==> src/rtl/atr_pkg.sv <==
// Package for the AT response recognizer: state and status codes, character
// constants, line counter sizing and the structs between the FSM and the top level.
// No dependencies.
package atr_pkg;

  localparam int MAX_LINES = 16;
  localparam int CNT_W     = $clog2(MAX_LINES + 1);
  localparam int LINES_W   = 5;

  localparam logic [7:0] CH_CR    = 8'd13;
  localparam logic [7:0] CH_LF    = 8'd10;
  localparam logic [7:0] CH_O     = 8'h4F;
  localparam logic [7:0] CH_K     = 8'h4B;
  localparam logic [7:0] CH_E     = 8'h45;
  localparam logic [7:0] CH_R     = 8'h52;
  localparam logic [7:0] CH_PLUS  = 8'h2B;
  localparam logic [7:0] PRINT_LO = 8'd32;
  localparam logic [7:0] PRINT_HI = 8'd126;

  typedef enum logic [4:0] {
    S_START     = 5'd0,
    S_LF1       = 5'd1,
    S_HEAD      = 5'd2,
    S_O         = 5'd3,
    S_OK_CR     = 5'd4,
    S_OK_LF     = 5'd5,
    S_E         = 5'd6,
    S_ER        = 5'd7,
    S_ERR       = 5'd8,
    S_ERRO      = 5'd9,
    S_ERROR_CR  = 5'd10,
    S_ERROR_LF  = 5'd11,
    S_TEXT      = 5'd12,
    S_TEXT_LF   = 5'd13,
    S_AFTER     = 5'd14,
    S_BLANK_LF  = 5'd15,
    S_FINAL     = 5'd16
  } state_t;

  typedef enum logic [1:0] {
    STAT_BUSY  = 2'd0,
    STAT_DONE  = 2'd1,
    STAT_FAULT = 2'd2
  } status_t;

  typedef struct packed {
    logic       advance;
    logic [7:0] rx_byte;
    logic       special_mode;
  } step_in_t;

  typedef struct packed {
    status_t              status;
    logic [LINES_W-1:0]   lines_seen;
  } step_out_t;

endpackage

==> src/rtl/atr_fsm.sv <==
// Recognizer state machine and line counter for the AT response recognizer.
// Produces the result for the byte on step_i and updates state when it advances.
// Depends on atr_pkg.
module atr_fsm (
  input  logic              clk,
  input  logic              rst_n,
  input  atr_pkg::step_in_t  step_i,
  output atr_pkg::step_out_t step_o
);

  atr_pkg::state_t           state_r, state_nxt;
  logic [atr_pkg::CNT_W-1:0] cnt_r, cnt_nxt, cnt_cur, cnt_inc, cnt_upd;
  logic [7:0]                c;
  logic                      special;
  logic                      printable;

  always_ff @(posedge clk) begin
    if (!rst_n) begin
      state_r <= atr_pkg::S_START;
      cnt_r   <= '0;
    end else if (step_i.advance) begin
      state_r <= state_nxt;
      cnt_r   <= cnt_nxt;
    end
  end

  always_comb begin
    c         = step_i.rx_byte;
    special   = step_i.special_mode;
    printable = (c >= atr_pkg::PRINT_LO) && (c <= atr_pkg::PRINT_HI);
    // A response starting afresh counts from zero.
    cnt_cur   = (state_r == atr_pkg::S_START) ? '0 : cnt_r;
    cnt_inc   = (cnt_cur < atr_pkg::CNT_W'(atr_pkg::MAX_LINES)) ? cnt_cur + 1'b1 : cnt_cur;
    cnt_upd   = cnt_cur;
    state_nxt = atr_pkg::S_START;
    step_o.status     = atr_pkg::STAT_FAULT;
    step_o.lines_seen = '0;

    case (state_r)
      atr_pkg::S_START: begin
        if (c == atr_pkg::CH_CR) begin
          state_nxt = atr_pkg::S_LF1;
          step_o.status = atr_pkg::STAT_BUSY;
        end
      end
      atr_pkg::S_LF1: begin
        if (c == atr_pkg::CH_LF) begin
          state_nxt = atr_pkg::S_HEAD;
          step_o.status = atr_pkg::STAT_BUSY;
          cnt_upd = cnt_inc;
        end
      end
      atr_pkg::S_HEAD: begin
        step_o.status = atr_pkg::STAT_BUSY;
        if (c == atr_pkg::CH_O) state_nxt = atr_pkg::S_O;
        else if (c == atr_pkg::CH_E) state_nxt = atr_pkg::S_E;
        else if (c == atr_pkg::CH_PLUS || special) state_nxt = atr_pkg::S_TEXT;
        else step_o.status = atr_pkg::STAT_FAULT;
      end
      atr_pkg::S_O: begin
        step_o.status = atr_pkg::STAT_BUSY;
        if (c == atr_pkg::CH_K) state_nxt = atr_pkg::S_OK_CR;
        else if (special) state_nxt = atr_pkg::S_TEXT;
        else step_o.status = atr_pkg::STAT_FAULT;
      end
      atr_pkg::S_OK_CR: begin
        if (c == atr_pkg::CH_CR) begin
          state_nxt = atr_pkg::S_OK_LF;
          step_o.status = atr_pkg::STAT_BUSY;
        end
      end
      atr_pkg::S_OK_LF, atr_pkg::S_ERROR_LF: begin
        if (c == atr_pkg::CH_LF) begin
          step_o.status     = atr_pkg::STAT_DONE;
          step_o.lines_seen = atr_pkg::LINES_W'(cnt_cur);
        end
      end
      atr_pkg::S_E: begin
        step_o.status = atr_pkg::STAT_BUSY;
        if (c == atr_pkg::CH_R) state_nxt = atr_pkg::S_ER;
        else if (special) state_nxt = atr_pkg::S_TEXT;
        else step_o.status = atr_pkg::STAT_FAULT;
      end
      atr_pkg::S_ER: begin
        step_o.status = atr_pkg::STAT_BUSY;
        if (c == atr_pkg::CH_R) state_nxt = atr_pkg::S_ERR;
        else if (special) state_nxt = atr_pkg::S_TEXT;
        else step_o.status = atr_pkg::STAT_FAULT;
      end
      atr_pkg::S_ERR: begin
        step_o.status = atr_pkg::STAT_BUSY;
        if (c == atr_pkg::CH_O) state_nxt = atr_pkg::S_ERRO;
        else if (special) state_nxt = atr_pkg::S_TEXT;
        else step_o.status = atr_pkg::STAT_FAULT;
      end
      atr_pkg::S_ERRO: begin
        if (c == atr_pkg::CH_R) begin
          state_nxt = atr_pkg::S_ERROR_CR;
          step_o.status = atr_pkg::STAT_BUSY;
        end
      end
      atr_pkg::S_ERROR_CR: begin
        if (c == atr_pkg::CH_CR) begin
          state_nxt = atr_pkg::S_ERROR_LF;
          step_o.status = atr_pkg::STAT_BUSY;
        end
      end
      atr_pkg::S_TEXT: begin
        step_o.status = atr_pkg::STAT_BUSY;
        if (printable) state_nxt = atr_pkg::S_TEXT;
        else if (c == atr_pkg::CH_CR) state_nxt = atr_pkg::S_TEXT_LF;
        else step_o.status = atr_pkg::STAT_FAULT;
      end
      atr_pkg::S_TEXT_LF: begin
        if (c == atr_pkg::CH_LF) begin
          state_nxt = atr_pkg::S_AFTER;
          step_o.status = atr_pkg::STAT_BUSY;
          cnt_upd = cnt_inc;
        end
      end
      atr_pkg::S_AFTER: begin
        step_o.status = atr_pkg::STAT_BUSY;
        if (c == atr_pkg::CH_CR) state_nxt = atr_pkg::S_BLANK_LF;
        else if (c == atr_pkg::CH_PLUS) state_nxt = atr_pkg::S_TEXT;
        else step_o.status = atr_pkg::STAT_FAULT;
      end
      atr_pkg::S_BLANK_LF: begin
        if (c == atr_pkg::CH_LF) begin
          state_nxt = atr_pkg::S_FINAL;
          step_o.status = atr_pkg::STAT_BUSY;
          cnt_upd = cnt_inc;
        end
      end
      atr_pkg::S_FINAL: begin
        step_o.status = atr_pkg::STAT_BUSY;
        if (c == atr_pkg::CH_O) state_nxt = atr_pkg::S_O;
        else if (c == atr_pkg::CH_E) state_nxt = atr_pkg::S_E;
        else step_o.status = atr_pkg::STAT_FAULT;
      end
      default: begin
        // Unused codes fall back to the start state quietly.
        step_o.status = atr_pkg::STAT_BUSY;
      end
    endcase

    cnt_nxt = (state_nxt == atr_pkg::S_START) ? '0 : cnt_upd;
  end

  // Line count is only reported with a completed response.
  a_lines_only_done: assert property (@(posedge clk) disable iff (!rst_n)
    step_o.lines_seen != '0 |-> step_o.status == atr_pkg::STAT_DONE)
    else $error("lines_seen nonzero without completion");

  a_cnt_sat: assert property (@(posedge clk) disable iff (!rst_n)
    cnt_r <= atr_pkg::CNT_W'(atr_pkg::MAX_LINES))
    else $error("line counter above saturation limit");

  a_restart_clears: assert property (@(posedge clk) disable iff (!rst_n)
    step_i.advance && state_nxt == atr_pkg::S_START |=> cnt_r == '0)
    else $error("line counter not cleared on return to start");

  a_fault_restarts: assert property (@(posedge clk) disable iff (!rst_n)
    step_i.advance && step_o.status == atr_pkg::STAT_FAULT |=> state_r == atr_pkg::S_START)
    else $error("malformed byte did not return to start");

endmodule

==> src/rtl/at_response_recognizer.sv <==
// Top level of the AT response recognizer: input register, result register
// and the handshakes around them. Depends on atr_pkg and atr_fsm.
//
// Usage: one received modem byte (in_rx_byte) and the mode bit (in_special_mode)
// are transferred on the input channel when in_valid is high and in_stall is low.
// Every byte produces exactly one result transfer on the output channel:
// out_status (0 in progress, 1 response complete, 2 malformed) and
// out_lines_seen, the number of line breaks before the final OK or ERROR
// line, saturating at the package limit, nonzero only with a completed response.
// The recognizer state machine evaluates the byte while it sits in the input
// register, and the output register captures the result when the byte moves on.
// Throughput is one byte per cycle while the receiver does not stall; the state
// update of the recognizer sets that rate.
// When the receiver stalls, the result register holds its value, the input
// register holds its byte, and in_stall rises only when both are occupied, so
// one further byte can be transferred while a finished result waits.
// Reset (rst_n low, synchronous) empties both registers and returns the
// recognizer to the start state with the line counter at zero.
module at_response_recognizer (
  input  logic       clk,
  input  logic       rst_n,
  input  logic       in_valid,
  output logic       in_stall,
  input  logic [7:0] in_rx_byte,
  input  logic       in_special_mode,
  output logic       out_valid,
  input  logic       out_stall,
  output logic [1:0] out_status,
  output logic [4:0] out_lines_seen
);

  // Input register stage.
  logic       s1_valid_r, s1_valid_nxt;
  logic [7:0] s1_byte_r;
  logic       s1_mode_r;

  // Result register stage.
  logic                          out_valid_r, out_valid_nxt;
  atr_pkg::status_t              out_status_r;
  logic [atr_pkg::LINES_W-1:0]   out_lines_r;

  logic                in_take;
  logic                s1_adv;
  atr_pkg::step_in_t   step_in;
  atr_pkg::step_out_t  step_out;

  // The byte in the input register moves on whenever the result register is
  // empty or its result is being transferred out in this cycle.
  assign s1_adv   = s1_valid_r && (!out_valid_r || !out_stall);
  assign in_stall = s1_valid_r && !s1_adv;
  assign in_take  = in_valid && !in_stall;

  always_comb begin
    step_in.advance      = s1_adv;
    step_in.rx_byte      = s1_byte_r;
    step_in.special_mode = s1_mode_r;
    s1_valid_nxt  = in_take || (s1_valid_r && !s1_adv);
    out_valid_nxt = s1_adv || (out_valid_r && out_stall);
  end

  atr_fsm u_fsm (
    .clk    (clk),
    .rst_n  (rst_n),
    .step_i (step_in),
    .step_o (step_out)
  );

  always_ff @(posedge clk) begin
    if (!rst_n) begin
      s1_valid_r  <= 1'b0;
      out_valid_r <= 1'b0;
    end else begin
      s1_valid_r  <= s1_valid_nxt;
      out_valid_r <= out_valid_nxt;
    end
  end

  // Payload registers load only on a transfer into their stage.
  always_ff @(posedge clk) begin
    if (in_take) begin
      s1_byte_r <= in_rx_byte;
      s1_mode_r <= in_special_mode;
    end
    if (s1_adv) begin
      out_status_r <= step_out.status;
      out_lines_r  <= step_out.lines_seen;
    end
  end

  assign out_valid      = out_valid_r;
  assign out_status     = out_status_r;
  assign out_lines_seen = out_lines_r;

  // Backpressure on the input only arises with a byte waiting in stage one.
  a_stall_needs_s1: assert property (@(posedge clk) disable iff (!rst_n)
    in_stall |-> s1_valid_r && out_valid_r && out_stall)
    else $error("input stalled without a blocked byte");

  a_adv_fills_out: assert property (@(posedge clk) disable iff (!rst_n)
    s1_adv |=> out_valid_r)
    else $error("advanced byte produced no result");

  a_status_code: assert property (@(posedge clk) disable iff (!rst_n)
    out_valid_r |-> out_status != 2'd3)
    else $error("undefined status code on output");

endmodule
==> config.mk <==
export PLATFORM = sky130hd
export DESIGN_NAME = at_response_recognizer
export DESIGN_NICKNAME = d
export VERILOG_FILES = /design/src/rtl/atr_pkg.sv /design/src/rtl/atr_fsm.sv /design/src/rtl/at_response_recognizer.sv
export SDC_FILE = /design/constraint.sdc
export NUM_CORES = 1
export LEC_CHECK = 0
export BUFFER_PORTS_ARGS = -buffer_cell sky130_fd_sc_hd__buf_2
export CORE_ASPECT_RATIO = 1.25
export CORE_MARGIN = 2
export CORE_UTILIZATION = 50
export CTS_BUF_LIST = sky130_fd_sc_hd__clkbuf_4
export DETAILED_ROUTE_END_ITERATION = 10
export GPL_TIMING_DRIVEN = 0
export PLACE_DENSITY = 0.72
export SLEW_MARGIN = 10
export SYNTH_ARGS = -nofsm -noshare
export SYNTH_HDL_FRONTEND = slang
export SYNTH_SLANG_ARGS = --single-unit
export TNS_END_PERCENT = 50
==> constraint.sdc <==
create_clock -name clk -period 2.4 [get_ports clk]
set_clock_uncertainty 0.15 [all_clocks]
set_input_delay 0.24 -clock clk [delete_from_list [all_inputs] [get_ports clk]]
set_output_delay 0.24 -clock clk [all_outputs]
set_load 0.1 [all_outputs]
==> flow_metrics.py <==
metrics = {
    "outcome": {
        "status": "finished, violations left",
        "violations": "negative setup slack",
    },
    "synthesis": {
        "ys_warn_count": 0,
        "seq_area_frac_synth_pct": 41.3,
        "syn_area_mm2": 0.00175,
        "ys_types": 55,
        "syn_inst": 196,
        "async_reset_ff_share_pct": 0,
        "synth.ff_latch_count": 28,
        "yosys_most_used_dff": "edfxtp_1",
        "synth_fp_nets": 210,
        "synth_edf_count": 16,
        "avgSynthCellArea_um2": 8.91,
    },
    "final_layout": {
        "final_cell_count_no_fill": 299,
        "antenna_cells": 0,
        "n_fill_cell": 264,
        "areaGrowthSynthToFinish_pct": 36.8,
        "drive_gt1_share_pct": 31.5,
        "final_area_mm2": 0.00239,
        "nets": 275,
    },
    "critical_path": {
        "worstReg2RegEnd": "u_fsm.cnt_r[3]",
        "reg2reg_depth": 9,
        "worstPathRequired_ns": 2.49,
        "cp.arrival_ns": 2.70,
        "critPathMaxFanout": 3,
        "path_cells": "buf_6 -> or4_4 -> nor4_4 -> buf_4 -> nand3_4 -> or4_4 -> and3_4 -> o21ai_2 -> a21oi_2",
        "critPathLaunchType": "register",
        "cpPeakStageDelay_ns": 0.51,
        "r2r_setup_slack_ns": -0.22,
        "endpoint_kind": "register",
        "path_class": "reg2reg",
        "worstReg2RegStart": "s1_byte_r[5]",
        "cp_common_cell": "or4_4",
        "critical_path.slowest_cell": "or4_4",
    },
    "grt": {
        "grt_pass1_wl_um": 7980,
        "grt_pass1_vias": 1819,
        "globalRouteOverflowTotal": 0,
        "antenna_found_initial": 0,
        "track_usage_pct": 25.1,
        "grt_max_degree": 17,
    },
    "worst_hold_path": {
        "hold_end": "u_fsm.state_r[1]",
        "hold_depth": 3,
        "hold_start": "rst_n",
        "hp-class": "in2reg",
    },
    "sta": {
        "slew_viol_final": 0,
        "setup_ws_ns": -0.216,
        "relSlewSlack_pct": 47.6,
        "hold_viol_final": 0,
        "grt_setup_unrepaired": "true",
        "setup_tns_ns": -1.12,
        "finalCriticalPeriod_ns": 2.62,
        "setup_viol": 7,
        "worstMarginPinSlew_ns": 0.786,
        "fmax_mhz": 382,
        "finalCritPeriodShare_pct": 109,
    },
    "route": {
        "post_drt_wl_per_cell_um": 16.8,
        "firstDrtPassIters": 5,
        "ant_nets": 0,
        "vias": 1869,
        "drc_errors": 0,
        "drtIter0Drc": 115,
        "viasPerCell": 6.25,
        "drt_wl_total_um": 5040,
    },
    "floorplanning": {
        "core_area_mm2": 0.00342,
        "dieWidth_um": 56.8,
        "fp-row-count": 24,
        "die_h_um": 70.1,
        "pin_count": 22,
        "start_util_pct": 51.0,
        "dieArea_mm2": 0.00398,
    },
    "power": {
        "power.leakage_nw": 0.943,
        "powerDensity_mw_per_mm2": 468,
        "power_mw": 1.12,
        "ir_drop_mv": 0.659,
    },
    "placed_design": {
        "gp_congestion": 0.948,
        "dpl_worst_slack_ns": -0.368,
        "hpwl_um": 3030,
        "io_buffers": 21,
        "dp_cells": 256,
        "dpl_cell_area_mm2": 0.00190,
    },
    "clock_network": {
        "numCtsBuffers": 3,
        "h-tree-depth": 1,
        "cts_tree": "built",
        "clk_latency_ns": 0.34,
        "clk_pin_slew_ns": 0.17,
        "ctsRootBufferMaster": "clkbuf_4",
        "cts.sinks": 28,
        "clock_path_buffers": 2,
    },
    "flow_run": {
        "cap_violations": 0,
    },
}
[routing by layer]
metal  GRT usage, %  up-vias  share of wire [%]
met3           4.26       29                6.4
li1               -      878                  -
met2           45.3      111                 52
met4           12.4        0                4.7
met5              0        -                  0
met1           27.7      851                 37
[cell families (layout without fill, tap and decap cells)]
kind of cell / Yosys count / after routing / synth area share [%]
adders and majority gates: 1 / 1 / 0.717
buffers and inverters: 14 / 78 / 3.01
AOI/OAI and AO/OA: 49 / 49 / 19.1
DFF: 28 / 28 / 41.3
xor gates and xnor gates: 2 / 2 / 1.00
and+or+nand+nor: 98 / 98 / 32.5
muxes: 4 / 4 / 2.37
[where the power goes]
part / switching, mW / internal (mW) / leakage, nW
registers: 0.0176 / 0.529 / 0.251
clock network: 0.149 / 0.169 / 0.0279
logic: 0.159 / 0.0928 / 0.663
total: 0.326 / 0.791 / 0.943
[flip-flops by register name, indices dropped and copies added (netlist names)]
register        flops
out_lines_seen      5
out_status          2
out_valid           1
s1_byte_r           8
s1_mode_r           1
s1_valid_r          1
u_fsm.cnt_r         5
u_fsm.state_r       5
[cell type report]
type | instances | area, um^2 | share of cell area (%)
multi-input combinational | 154 | 1080 | 45.0
clock inverter | 1 | 30.0 | 1.26
timing repair buffer | 60 | 437 | 18.3
sequential | 28 | 721 | 30.2
inverter | 6 | 22.5 | 0.943
buffer | 8 | 31.3 | 1.31
tap | 39 | 48.8 | 2.04
clock buffer | 3 | 22.5 | 0.943
[synthesized netlist by cell type (4+ instances only)]
library cell	number	share of area (%)
a21oi_1	9	2.6
a31oi_1	7	2.5
and2_1	6	2.2
and3_1	4	1.4
clkbuf_1	8	1.7
dfxtp_1	12	14
edfxtp_1	16	28
inv_1	5	1.1
nand2_1	19	4.1
nand4_1	4	1.4
nor2_1	22	4.7
nor3_1	6	1.7
nor3b_1	4	1.7
o211ai_1	4	1.7
o21ai_0	10	2.9
or2_2	4	1.4
[through the flow]
stage / util [%] / hold slack (ns)
3_3_place_gp: 55.5 / 0.266
5_1_grt: 69.8 / 0.0535
4_1_cts: 68.1 / 0.0256
6_report: 69.8 / 0.0189
2_1_floorplan: - / 0.189
3_5_place_dp: 55.5 / 0.269
[worst max-delay path, delay by kind of cell (launching register included)]
family / cells / cell delay [ns]
compound gates: 2 / 0.11
flops: 1 / 0.45
buf+inv: 2 / 0.32
simple gates: 5 / 1.49
[cell usage in the layout, fill, tap and decap left out, drive strengths merged, types with 5 or more instances in the layout]
| cell type | synthesis | final |
|---|---|---|
| buf | 0 | 49 |
| nor2 | 22 | 22 |
| nand2 | 19 | 19 |
| edfxtp | 16 | 16 |
| o21ai | 13 | 13 |
| dfxtp | 12 | 12 |
| dlygate4sd3 | 0 | 11 |
| clkbuf | 8 | 11 |
| a21oi | 10 | 10 |
| a31oi | 7 | 7 |
| nor3 | 6 | 6 |
| and2 | 6 | 6 |
| inv | 5 | 5 |
| or2 | 5 | 5 |
[how the worst max path moves through the flow]
stage,startpoint,to,cells after the start
3_5_place_dp,s1_byte_r[3],u_fsm.cnt_r[4],7
3_3_place_gp,s1_byte_r[3],u_fsm.cnt_r[4],7
6_report,s1_byte_r[5],u_fsm.cnt_r[3],9
2_1_floorplan,s1_byte_r[5],u_fsm.cnt_r[3],7
4_1_cts,s1_byte_r[4],out_status[1],9
5_1_grt,s1_byte_r[5],u_fsm.cnt_r[0],9
[repair_timing]
action | in CTS | in global routing
buffers inserted | 24 | 4
pin swaps | 19 | 11
hold buffers | 11 | 0
endpoints found under the setup margin | 7 | 13
gates resized for setup | 18 | 6
hold endpoints to repair | 11 | 0
No activity file was read; power rests on OpenSTA's default activity.
